### config.mk
export PLATFORM = sky130hd
export DESIGN_NAME = motion_command_line_parser_top_flat
export DESIGN_NICKNAME = d
export VERILOG_FILES = /design/src/mclp_pkg.sv /design/src/mclp_if.sv /design/src/mclp_front.sv /design/src/mclp_fifo.sv /design/src/mclp_back.sv /design/src/motion_command_line_parser_top.sv /design/src/flat_wrapper.sv
export SDC_FILE = /design/constraint.sdc
export NUM_CORES = 1
export LEC_CHECK = 0
export ABC_AREA = 0
export BUFFER_PORTS_ARGS = -buffer_cell sky130_fd_sc_hd__buf_2
export CAP_MARGIN = 5
export CORE_MARGIN = 3
export CORE_UTILIZATION = 46
export DETAILED_ROUTE_END_ITERATION = 16
export GPL_ROUTABILITY_DRIVEN = 0
export PLACE_DENSITY_LB_ADDON = 0.15
export SLEW_MARGIN = 20
export SYNTH_ARGS = -nofsm -noshare
export SYNTH_HDL_FRONTEND = slang
export SYNTH_SLANG_ARGS = --single-unit
export TNS_END_PERCENT = 50
### constraint.sdc
create_clock -name clk_i -period 4.3 [get_ports clk_i]
set_input_delay 0.215 -clock clk_i [delete_from_list [all_inputs] [get_ports clk_i]]
set_output_delay 0.215 -clock clk_i [all_outputs]
set_load 0.1 [all_outputs]
### src/mclp_pkg.sv
// Shared types, codes and character constants of the motion command line parser.
package mclp_pkg;

  typedef enum logic [2:0] {
    KIND_INVALID = 3'd0,
    KIND_STOP    = 3'd1,
    KIND_PING    = 3'd2,
    KIND_MOVE    = 3'd3,
    KIND_DIFF    = 3'd4
  } kind_e;

  typedef enum logic [2:0] {
    DIR_F       = 3'd0,
    DIR_B       = 3'd1,
    DIR_L       = 3'd2,
    DIR_R       = 3'd3,
    DIR_UNKNOWN = 3'd4
  } dir_e;

  localparam logic [1:0] KW_STOP = 2'd0;
  localparam logic [1:0] KW_PING = 2'd1;
  localparam logic [1:0] KW_DIFF = 2'd2;
  localparam logic [1:0] KW_MOVE = 2'd3;

  localparam logic [31:0] TXT_STOP = "STOP";
  localparam logic [31:0] TXT_PING = "PING";
  localparam logic [31:0] TXT_DIFF = "DIFF";
  localparam logic [31:0] TXT_MOVE = "MOVE";

  localparam logic [7:0] CH_SPACE = 8'h20;
  localparam logic [7:0] CH_TAB   = 8'h09;
  localparam logic [7:0] CH_CR    = 8'h0D;
  localparam logic [7:0] CH_PLUS  = "+";
  localparam logic [7:0] CH_MINUS = "-";
  localparam logic [7:0] CH_ZERO  = "0";
  localparam logic [7:0] CH_NINE  = "9";
  localparam logic [7:0] CH_LOW_A = "a";
  localparam logic [7:0] CH_LOW_Z = "z";
  localparam logic [7:0] CH_F     = "F";
  localparam logic [7:0] CH_B     = "B";
  localparam logic [7:0] CH_L     = "L";
  localparam logic [7:0] CH_R     = "R";
  localparam logic [7:0] CASE_OFS = 8'h20;

  localparam int unsigned QDEPTH = 2;
  localparam int unsigned QPTR_W = $clog2(QDEPTH);
  localparam int unsigned QCNT_W = $clog2(QDEPTH + 1);

  typedef struct packed {
    logic [7:0] ch;
    logic       present;
    logic       last;
    logic       ws;
    logic       space;
    logic       digit;
  } entry_t;

  typedef struct packed {
    kind_e      kind;
    logic [1:0] direction;
    logic [7:0] speed;
    logic [7:0] left_speed;
    logic [7:0] right_speed;
  } res_t;

  function automatic logic [7:0] kw_char(input logic [1:0] kw, input logic [1:0] pos);
    logic [31:0] w;
    logic [31:0] s;
    unique case (kw)
      KW_STOP: w = TXT_STOP;
      KW_PING: w = TXT_PING;
      KW_DIFF: w = TXT_DIFF;
      default: w = TXT_MOVE;
    endcase
    s = w >> {~pos, 3'b000};
    return s[7:0];
  endfunction

endpackage

### src/mclp_if.sv
// Request channels of the parser: incoming line bytes and decoded commands.
interface mclp_byte_if;
  logic       valid;
  logic       ready;
  logic [7:0] ch;
  logic       ch_present;
  logic       line_last;

  modport source (output valid, output ch, output ch_present, output line_last, input ready);
  modport sink (input valid, input ch, input ch_present, input line_last, output ready);
endinterface

interface mclp_cmd_if;
  logic       valid;
  logic       ready;
  logic [2:0] kind;
  logic [1:0] direction;
  logic [7:0] speed;
  logic [7:0] left_speed;
  logic [7:0] right_speed;

  modport source (output valid, output kind, output direction, output speed,
                  output left_speed, output right_speed, input ready);
  modport sink (input valid, input kind, input direction, input speed,
                input left_speed, input right_speed, output ready);
endinterface

### src/mclp_front.sv
// Front end: accept line bytes, classify and case-fold them, drop empty items.
module mclp_front (
  mclp_byte_if.sink        byte_i,
  input  logic             q_ready_i,
  output logic             push_o,
  output mclp_pkg::entry_t entry_o
);
  import mclp_pkg::*;

  logic [7:0] ch;

  assign ch = byte_i.ch;
  assign byte_i.ready = q_ready_i;
  assign push_o = byte_i.valid && q_ready_i && (byte_i.ch_present || byte_i.line_last);

  always_comb begin
    entry_o.ch      = (ch >= CH_LOW_A && ch <= CH_LOW_Z) ? ch - CASE_OFS : ch;
    entry_o.present = byte_i.ch_present;
    entry_o.last    = byte_i.line_last;
    entry_o.space   = (ch == CH_SPACE);
    entry_o.ws      = (ch == CH_SPACE) || (ch >= CH_TAB && ch <= CH_CR);
    entry_o.digit   = (ch >= CH_ZERO && ch <= CH_NINE);
  end
endmodule

### src/mclp_fifo.sv
// Short request queue between the classifying front end and the parsing back end.
module mclp_fifo (
  input  logic             clk_i,
  input  logic             rst_ni,
  input  logic             push_i,
  input  mclp_pkg::entry_t entry_i,
  output logic             ready_o,
  input  logic             pop_i,
  output logic             valid_o,
  output mclp_pkg::entry_t entry_o
);
  import mclp_pkg::*;

  entry_t              mem_q [QDEPTH];
  logic [QPTR_W-1:0]   wr_ptr_q, wr_ptr_d;
  logic [QPTR_W-1:0]   rd_ptr_q, rd_ptr_d;
  logic [QCNT_W-1:0]   cnt_q, cnt_d;

  assign ready_o = (cnt_q != QCNT_W'(QDEPTH));
  assign valid_o = (cnt_q != '0);
  assign entry_o = mem_q[rd_ptr_q];

  always_comb begin
    wr_ptr_d = push_i ? wr_ptr_q + 1'b1 : wr_ptr_q;
    rd_ptr_d = pop_i ? rd_ptr_q + 1'b1 : rd_ptr_q;
    cnt_d    = cnt_q;
    if (push_i && !pop_i) begin
      cnt_d = cnt_q + 1'b1;
    end else if (!push_i && pop_i) begin
      cnt_d = cnt_q - 1'b1;
    end
  end

  always_ff @(posedge clk_i or negedge rst_ni) begin
    if (!rst_ni) begin
      wr_ptr_q <= '0;
      rd_ptr_q <= '0;
      cnt_q    <= '0;
    end else begin
      wr_ptr_q <= wr_ptr_d;
      rd_ptr_q <= rd_ptr_d;
      cnt_q    <= cnt_d;
    end
  end

  always_ff @(posedge clk_i) begin
    if (push_i) begin
      mem_q[wr_ptr_q] <= entry_i;
    end
  end

  a_cnt_bound: assert property (@(posedge clk_i) disable iff (!rst_ni)
    cnt_q <= QCNT_W'(QDEPTH))
    else $error("queue count exceeds depth");

  a_cnt_inc: assert property (@(posedge clk_i) disable iff (!rst_ni)
    push_i && !pop_i |=> cnt_q == $past(cnt_q) + 1'b1)
    else $error("queue count did not advance on push");

  a_pop_nonempty: assert property (@(posedge clk_i) disable iff (!rst_ni)
    pop_i |-> cnt_q != '0)
    else $error("pop from empty queue");
endmodule

### src/mclp_back.sv
// Back end: run the token parser on queued bytes and register the decoded command.
module mclp_back (
  input  logic             clk_i,
  input  logic             rst_ni,
  input  logic             q_valid_i,
  input  mclp_pkg::entry_t entry_i,
  output logic             pop_o,
  mclp_cmd_if.source       cmd_o
);
  import mclp_pkg::*;

  typedef struct packed {
    logic       started;
    logic       in_token;
    logic [2:0] tok_num;
    logic [3:0] kw_match;
    logic [2:0] char_cnt;
    logic [7:0] acc;
    logic       nf_digits;
    logic       nf_done;
    logic       nf_minus;
    logic       nf_over;
    logic [7:0] first_val;
    dir_e       dir_code;
    logic       bad;
  } pst_t;

  function automatic pst_t pst_clear();
    pst_t r;
    r = '0;
    r.kw_match = 4'hF;
    r.dir_code = DIR_UNKNOWN;
    return r;
  endfunction

  function automatic logic num_ok(input pst_t p);
    return !p.nf_over && !(p.nf_minus && p.acc != 8'd0);
  endfunction

  function automatic pst_t num_feed(input pst_t p, input entry_t e);
    pst_t        r;
    logic        acc_en;
    logic [11:0] v;
    r = p;
    acc_en = 1'b0;
    v = {4'b0, p.acc} * 12'd10 + {8'b0, e.ch[3:0]};
    if (!p.nf_done) begin
      if (!p.nf_digits) begin
        if (!e.ws) begin
          if (e.ch == CH_PLUS || e.ch == CH_MINUS) begin
            r.nf_digits = 1'b1;
            r.nf_minus  = (e.ch == CH_MINUS);
          end else if (!e.digit) begin
            r.nf_done = 1'b1;
          end else begin
            r.nf_digits = 1'b1;
            acc_en = 1'b1;
          end
        end
      end else if (!e.digit) begin
        r.nf_done = 1'b1;
      end else begin
        acc_en = 1'b1;
      end
    end
    if (acc_en && !p.nf_over) begin
      if (v > 12'd255) begin
        r.nf_over = 1'b1;
      end else begin
        r.acc = v[7:0];
      end
    end
    return r;
  endfunction

  function automatic pst_t token_start(input pst_t p);
    pst_t r;
    r = p;
    if (p.tok_num != 3'd7) begin
      r.tok_num = p.tok_num + 3'd1;
    end
    if (r.tok_num > 3'd3) begin
      r.bad = 1'b1;
    end
    r.in_token  = 1'b1;
    r.char_cnt  = '0;
    r.acc       = '0;
    r.nf_digits = 1'b0;
    r.nf_done   = 1'b0;
    r.nf_minus  = 1'b0;
    r.nf_over   = 1'b0;
    return r;
  endfunction

  function automatic pst_t token_end(input pst_t p);
    pst_t r;
    logic mv;
    logic df;
    r = p;
    mv = p.kw_match[KW_MOVE];
    df = p.kw_match[KW_DIFF];
    if (p.tok_num == 3'd1) begin
      if (p.char_cnt != 3'd4) begin
        r.kw_match = '0;
      end
      if (r.kw_match == '0) begin
        r.bad = 1'b1;
      end
    end else if (p.tok_num == 3'd2 && mv) begin
      if (p.char_cnt != 3'd1 || p.dir_code == DIR_UNKNOWN) begin
        r.bad = 1'b1;
      end
    end else if (p.tok_num == 3'd2 && df) begin
      if (p.char_cnt < 3'd2 || !num_ok(p)) begin
        r.bad = 1'b1;
      end
      r.first_val = p.acc;
    end else if (p.tok_num == 3'd3 && df) begin
      if (p.char_cnt < 3'd2 || !num_ok(p)) begin
        r.bad = 1'b1;
      end
    end else if (p.tok_num == 3'd3 && mv) begin
      if (!num_ok(p)) begin
        r.bad = 1'b1;
      end
    end
    return r;
  endfunction

  function automatic pst_t token_char(input pst_t p, input entry_t e);
    pst_t r;
    logic mv;
    logic df;
    r = p;
    mv = p.kw_match[KW_MOVE];
    df = p.kw_match[KW_DIFF];
    if (p.tok_num == 3'd1) begin
      for (int i = 0; i < 4; i++) begin
        if (p.char_cnt[2] || e.ch != kw_char(2'(i), p.char_cnt[1:0])) begin
          r.kw_match[i] = 1'b0;
        end
      end
    end else if (p.tok_num == 3'd2 && mv) begin
      if (p.char_cnt == 3'd0) begin
        unique case (e.ch)
          CH_F:    r.dir_code = DIR_F;
          CH_B:    r.dir_code = DIR_B;
          CH_L:    r.dir_code = DIR_L;
          CH_R:    r.dir_code = DIR_R;
          default: r.dir_code = DIR_UNKNOWN;
        endcase
      end
    end else if ((p.tok_num == 3'd2 || p.tok_num == 3'd3) && df) begin
      if (p.char_cnt == 3'd0) begin
        if (e.ch != ((p.tok_num == 3'd2) ? CH_L : CH_R)) begin
          r.bad = 1'b1;
        end
      end else begin
        r = num_feed(r, e);
      end
    end else if (p.tok_num == 3'd3 && mv) begin
      r = num_feed(r, e);
    end
    if (p.char_cnt != 3'd7) begin
      r.char_cnt = p.char_cnt + 3'd1;
    end
    return r;
  endfunction

  function automatic pst_t feed(input pst_t p, input entry_t e);
    pst_t r;
    r = p;
    if (e.space) begin
      if (p.in_token) begin
        r = token_end(p);
        r.in_token = 1'b0;
      end
    end else begin
      if (!p.in_token) begin
        r = token_start(p);
      end
      r = token_char(r, e);
    end
    return r;
  endfunction

  pst_t live_q, live_d, live_n;
  pst_t held_q, held_d, held_n;
  pst_t fin;
  res_t res_q, res_d, res_n;
  logic out_valid_q, out_valid_d;
  logic pop_last;

  assign pop_o    = q_valid_i && (!out_valid_q || cmd_o.ready);
  assign pop_last = pop_o && entry_i.last;

  always_comb begin
    live_n = live_q;
    held_n = held_q;
    if (entry_i.present && (live_q.started || !entry_i.ws)) begin
      live_n = feed(live_q, entry_i);
      live_n.started = 1'b1;
      if (!entry_i.ws) begin
        held_n = live_n;
      end
    end

    fin = token_end(held_n);
    res_n = '{kind: KIND_INVALID, direction: 2'd0, speed: 8'd0,
              left_speed: 8'd0, right_speed: 8'd0};
    if (held_n.started && held_n.in_token && !fin.bad) begin
      if (fin.tok_num == 3'd1 && fin.kw_match[KW_STOP]) begin
        res_n.kind = KIND_STOP;
      end else if (fin.tok_num == 3'd1 && fin.kw_match[KW_PING]) begin
        res_n.kind = KIND_PING;
      end else if (fin.tok_num == 3'd3 && fin.kw_match[KW_MOVE]) begin
        res_n.kind      = KIND_MOVE;
        res_n.direction = fin.dir_code[1:0];
        res_n.speed     = fin.acc;
      end else if (fin.tok_num == 3'd3 && fin.kw_match[KW_DIFF]) begin
        res_n.kind        = KIND_DIFF;
        res_n.left_speed  = fin.first_val;
        res_n.right_speed = fin.acc;
      end
    end

    live_d = live_q;
    held_d = held_q;
    res_d  = res_q;
    out_valid_d = out_valid_q && !cmd_o.ready;
    if (pop_o) begin
      if (entry_i.last) begin
        live_d = pst_clear();
        held_d = pst_clear();
        res_d  = res_n;
        out_valid_d = 1'b1;
      end else begin
        live_d = live_n;
        held_d = held_n;
      end
    end
  end

  always_ff @(posedge clk_i or negedge rst_ni) begin
    if (!rst_ni) begin
      live_q      <= pst_clear();
      held_q      <= pst_clear();
      out_valid_q <= 1'b0;
    end else begin
      live_q      <= live_d;
      held_q      <= held_d;
      out_valid_q <= out_valid_d;
    end
  end

  always_ff @(posedge clk_i) begin
    res_q <= res_d;
  end

  assign cmd_o.valid       = out_valid_q;
  assign cmd_o.kind        = res_q.kind;
  assign cmd_o.direction   = res_q.direction;
  assign cmd_o.speed       = res_q.speed;
  assign cmd_o.left_speed  = res_q.left_speed;
  assign cmd_o.right_speed = res_q.right_speed;

  a_result_from_line_end: assert property (@(posedge clk_i) disable iff (!rst_ni)
    $rose(out_valid_q) |-> $past(pop_last))
    else $error("command raised without a line end");

  a_clear_after_line: assert property (@(posedge clk_i) disable iff (!rst_ni)
    pop_last |=> !live_q.started && !held_q.started)
    else $error("parser state not cleared after line end");

  a_invalid_zero: assert property (@(posedge clk_i) disable iff (!rst_ni)
    out_valid_q && res_q.kind == KIND_INVALID |->
      res_q.direction == 2'd0 && res_q.speed == 8'd0 &&
      res_q.left_speed == 8'd0 && res_q.right_speed == 8'd0)
    else $error("invalid command carries nonzero fields");
endmodule

### src/motion_command_line_parser_top.sv
// A command becomes valid when the back end pops the queued request that ends its line and registers the result.
// Throughput: one byte request per cycle; a waiting command does not stall input
// until the two-entry queue fills.
// Per-byte work is one token-state update with a times-ten accumulate in the back end.
// Reset (rst_ni low, asynchronous): queue empty, parser at start of line, no command.
// Top level of the motion command line parser.
module motion_command_line_parser_top (
  input  logic        clk_i,
  input  logic        rst_ni,
  mclp_byte_if.sink   byte_i,
  mclp_cmd_if.source  cmd_o
);
  import mclp_pkg::*;

  logic   push;
  logic   q_ready;
  logic   q_valid;
  logic   pop;
  entry_t entry_in;
  entry_t entry_out;

  mclp_front u_front (
    .byte_i    (byte_i),
    .q_ready_i (q_ready),
    .push_o    (push),
    .entry_o   (entry_in)
  );

  mclp_fifo u_fifo (
    .clk_i   (clk_i),
    .rst_ni  (rst_ni),
    .push_i  (push),
    .entry_i (entry_in),
    .ready_o (q_ready),
    .pop_i   (pop),
    .valid_o (q_valid),
    .entry_o (entry_out)
  );

  mclp_back u_back (
    .clk_i     (clk_i),
    .rst_ni    (rst_ni),
    .q_valid_i (q_valid),
    .entry_i   (entry_out),
    .pop_o     (pop),
    .cmd_o     (cmd_o)
  );
endmodule
### src/flat_wrapper.sv
// flat-port wrapper written by rule: the top's interface ports become plain ports
module motion_command_line_parser_top_flat import mclp_pkg::*;
  (clk_i, rst_ni, byte_i_valid, byte_i_ch, byte_i_ch_present, byte_i_line_last, byte_i_ready, cmd_o_valid, cmd_o_kind, cmd_o_direction, cmd_o_speed, cmd_o_left_speed, cmd_o_right_speed, cmd_o_ready);
  mclp_byte_if byte_i_i ();
  mclp_cmd_if cmd_o_i ();
  input  logic clk_i;
  input  logic rst_ni;
  input wire logic [$bits(byte_i_i.valid)-1:0] byte_i_valid;
  input wire logic [$bits(byte_i_i.ch)-1:0] byte_i_ch;
  input wire logic [$bits(byte_i_i.ch_present)-1:0] byte_i_ch_present;
  input wire logic [$bits(byte_i_i.line_last)-1:0] byte_i_line_last;
  output wire logic [$bits(byte_i_i.ready)-1:0] byte_i_ready;
  output wire logic [$bits(cmd_o_i.valid)-1:0] cmd_o_valid;
  output wire logic [$bits(cmd_o_i.kind)-1:0] cmd_o_kind;
  output wire logic [$bits(cmd_o_i.direction)-1:0] cmd_o_direction;
  output wire logic [$bits(cmd_o_i.speed)-1:0] cmd_o_speed;
  output wire logic [$bits(cmd_o_i.left_speed)-1:0] cmd_o_left_speed;
  output wire logic [$bits(cmd_o_i.right_speed)-1:0] cmd_o_right_speed;
  input wire logic [$bits(cmd_o_i.ready)-1:0] cmd_o_ready;
  assign byte_i_i.valid = byte_i_valid;
  assign byte_i_i.ch = byte_i_ch;
  assign byte_i_i.ch_present = byte_i_ch_present;
  assign byte_i_i.line_last = byte_i_line_last;
  assign byte_i_ready = byte_i_i.ready;
  assign cmd_o_valid = cmd_o_i.valid;
  assign cmd_o_kind = cmd_o_i.kind;
  assign cmd_o_direction = cmd_o_i.direction;
  assign cmd_o_speed = cmd_o_i.speed;
  assign cmd_o_left_speed = cmd_o_i.left_speed;
  assign cmd_o_right_speed = cmd_o_i.right_speed;
  assign cmd_o_i.ready = cmd_o_ready;
  motion_command_line_parser_top u_core (.clk_i(clk_i), .rst_ni(rst_ni), .byte_i(byte_i_i), .cmd_o(cmd_o_i));
endmodule
==> flow_summary.ini <==
[final_layout]
final_cell_mix = 93 x nand2_1, 66 x nor2_1, 65 x dfrtp_1
mostFrequentLayoutCell = nand2_1
diodes = 0
drive_gt1_share_pct = 19.1
area_growth_pct = 14.2
nets = 918

[power_and_ir_drop]
p_int_w = 0.00328
swShare_pct = 48.0
p_clk_share_pct = 23.2
combPwrFrac_pct = 48.2
p_total_w = 0.00630
p_leak_nw = 3.84
peakVddDrop_uv = 527
power_frac_seq_pct = 28.6
powerDensity_nw_per_um2 = 673
switchingPower_w = 0.00302

[worst_setup_path]
crit_end = u_core.u_back.cmd_o.left_speed[0]$_SDFFCE_PP0P_
critPathKind = reg -> reg
rr_startpoint = u_core.u_back.live_q[19]$_DFFE_PN0P_
rrSetupSlack_ns = 0.26
crit_required_ns = 4.46
worstSetupStartpointType = flip-flop
startpoint = u_core.u_back.live_q[19]$_DFFE_PN0P_
reg2reg_depth = 13
crit_arrival_ns = 4.20
r2r_end = u_core.u_back.cmd_o.left_speed[0]$_SDFFCE_PP0P_
endpoint_kind = flip-flop
worstPathMaxFanout = 29

[die]
start_util_pct = 47.2
die-area_um2 = 19500
core.rowCount = 48
ioPinCount = 45
die_w_um = 139
chipHeight_um = 139
core_area_um2 = 17400

[synthesis]
synth.largest_area_cell = edfxtp_1
async_reset_ff_share_pct = 57.7
synth_edf_count = 55
synth.area.top_cells = edfxtp_1 20%, dfrtp_1 20%, nand2_1 4.3%
yosys_register_bits = 130
synth_top_cell_area_share_pct = 20.1
yosys_warnings = 0
ys.flop_type = dfrtp_1
synth.yosys.seq_area_share_pct = 43.2
netlist_area_um2 = 8200
synth.net_count = 871
synth.distinct_cells = 91
syn_area_per_cell_um2 = 9.82
syn_inst = 835

[detailed_routing]
ant_nets = 0
wire_per_inst_um = 20.4
drtPass1Iterations = 5
via_per_inst = 6.23
wl_um = 22800
post-route-drc-count = 0
vias = 6978
drt_iter0_drc = 581

[cts]
insertion_delay_ns = 0.43
htree_levels = 4
clk_path_buf_depth = 2
root_buffer = clkbuf_16
cts_inserted_buffers = 17
clk_pin_slew_ns = 0.06
cts.sinks = 130
cts_tree = done

[global_route]
grt_max_degree = 76
overflow = 0
grt_usage_pct = 23.6
grt_pass1_vias = 7002
grt_pass1_wl_um = 36700
antenna_found_initial = 0

[timing]
clock_skew_ns = 0.00684
clock.fmax_mhz = 248
setup_viol = 0
hold_slack_ns = 0.0325
rsz0062_at_grt = no
worstMarginPinSlew_ns = 0.931
hold_violations = 0
fin_tns_setup_ns = 0
slew_violations = 0
min_period_ns = 4.04
max_slew_margin_pct = 37.5
fin_crit_sh_pct = 93.9

[flow_run]
max_cap_viol_count = 0

[place]
dpl.hpwl_um = 16300
portBuffers = 44

[min_path]
worst_hold_path_type = in -> reg
holdPathStages = 1

[outcome]
status = finished, final reports clean
## what timing repair did
item	in CTS	in global routing
gates resized for setup	0	6
endpoints found under the setup margin	0	29
hold buffers	3	0
buffers inserted	0	0
hold endpoints to repair	29	0
## worst min-delay path by stage
stage	startpoint	end	slack [ns]
finish	byte_i_ch[4]	u_core.u_fifo.mem_q[0][9]$_DFFE_PP_	0.03
global route	byte_i_ch[4]	u_core.u_fifo.mem_q[0][9]$_DFFE_PP_	0.03
CTS	byte_i_ch[4]	u_core.u_fifo.mem_q[0][9]$_DFFE_PP_	0.02
detailed placement	byte_i_line_last	u_core.u_fifo.mem_q[0][3]$_DFFE_PP_	0.42
global placement	byte_i_line_last	u_core.u_fifo.mem_q[1][3]$_DFFE_PP_	0.42
floorplan	rst_ni	u_core.u_back.cmd_o.valid$_DFF_PN0_	-0.08
## per-layer routing
layer	up-vias	GRT usage (%)	part of all wire, %
li1	3211	-	-
met1	3480	31.5	43
met2	243	38.4	49
met3	44	3.92	5.0
met4	0	9.47	2.6
met5	-	0	0
## sequential cells by signal (all words and copies together) (netlist names), 3 cells and up
| name | flops |
|---|---|
| u_core.u_back.cmd_o.kind | 3 |
| u_core.u_back.held_q | 34 |
| u_core.u_back.live_q | 36 |
| u_core.u_back.cmd_o.right_speed | 8 |
| u_core.u_back.cmd_o.speed | 8 |
| u_core.u_fifo.mem_q | 26 |
| u_core.u_back.cmd_o.left_speed | 8 |
## cells in the mapped netlist (5+ instances only)
cell	number
nand3_1	29
or2_2	7
clkbuf_1	17
mux2i_1	32
nand4_1	5
inv_1	19
ha_1	21
o21a_1	5
xnor2_1	20
dfstp_2	10
nor3_1	19
a21oi_1	42
buf_6	5
and4_1	5
nor4_1	10
xor2_1	7
and2_1	11
a22o_1	30
o211ai_1	7
nand2_1	94
buf_1	6
a31oi_1	11
nor2_1	67
nor3_2	7
mux2_2	9
edfxtp_1	55
nand2b_1	9
o21ai_0	49
and3b_1	8
a21o_1	5
nor4b_2	8
dfrtp_1	65
o2111ai_1	7
nor3b_1	10
and3_1	10
o21ai_1	5
buf_2	14
## kinds of logic (layout without fill, tap and decap cells)
group / Yosys count / after routing / synth area share (%)
AND/OR/NAND/NOR: 326 / 326 / 21.9
AO/OA/AOI/OAI: 219 / 219 / 18.7
flip-flops: 130 / 130 / 43.2
buffers and inverters: 66 / 126 / 3.83
multiplexers: 45 / 45 / 6.04
XOR/XNOR: 27 / 27 / 2.88
adder cells (fa/ha/maj): 22 / 22 / 3.45
## per-stage QoR
stage	cell area (µm²)	std cells	setup WS [ns]	util, %
after CTS	9310	1119	0.114	53.6
after global routing	9360	1120	0.00640	53.9
final	9360	1120	0.263	53.9
after detailed placement	8700	1084	0.152	50.1
after global placement	8700	1084	0.213	50.1
after floorplan	8200	835	0.0114	-
## worst max-delay path, stage by stage, from the launching register on
cell      delay, ns
dfrtp_1        0.49
and2_1         0.22
ha_1           0.27
ha_1           0.35
o21ai_1        0.19
o21bai_1       0.11
a211o_1        0.30
a2111o_1       0.49
nor3_2         0.25
mux2i_1        0.36
o31ai_2        0.13
a211oi_4       0.29
buf_12         0.23
nor3_1         0.09
## final cells by class
type / count / area, µm²
clock buffer: 17 / 425
clock inverter: 15 / 158
fill: 1534 / 8000
inverter: 21 / 78.8
multi-input combinational: 639 / 4380
sequential: 130 / 3540
tap: 225 / 282
timing repair buffer: 73 / 493
## power groups by stage
stage / clock network [W] / registers [W] / logic, W
2_1_floorplan: 0 / 0.00243 / 0.00164
5_1_grt: 0.00153 / 0.00183 / 0.00325
3_3_place_gp: 0 / 0.00181 / 0.00294
3_5_place_dp: 0 / 0.00182 / 0.00298
4_1_cts: 0.00148 / 0.00180 / 0.00299
6_report: 0.00146 / 0.00180 / 0.00304
(Power assumes the default switching activity.)
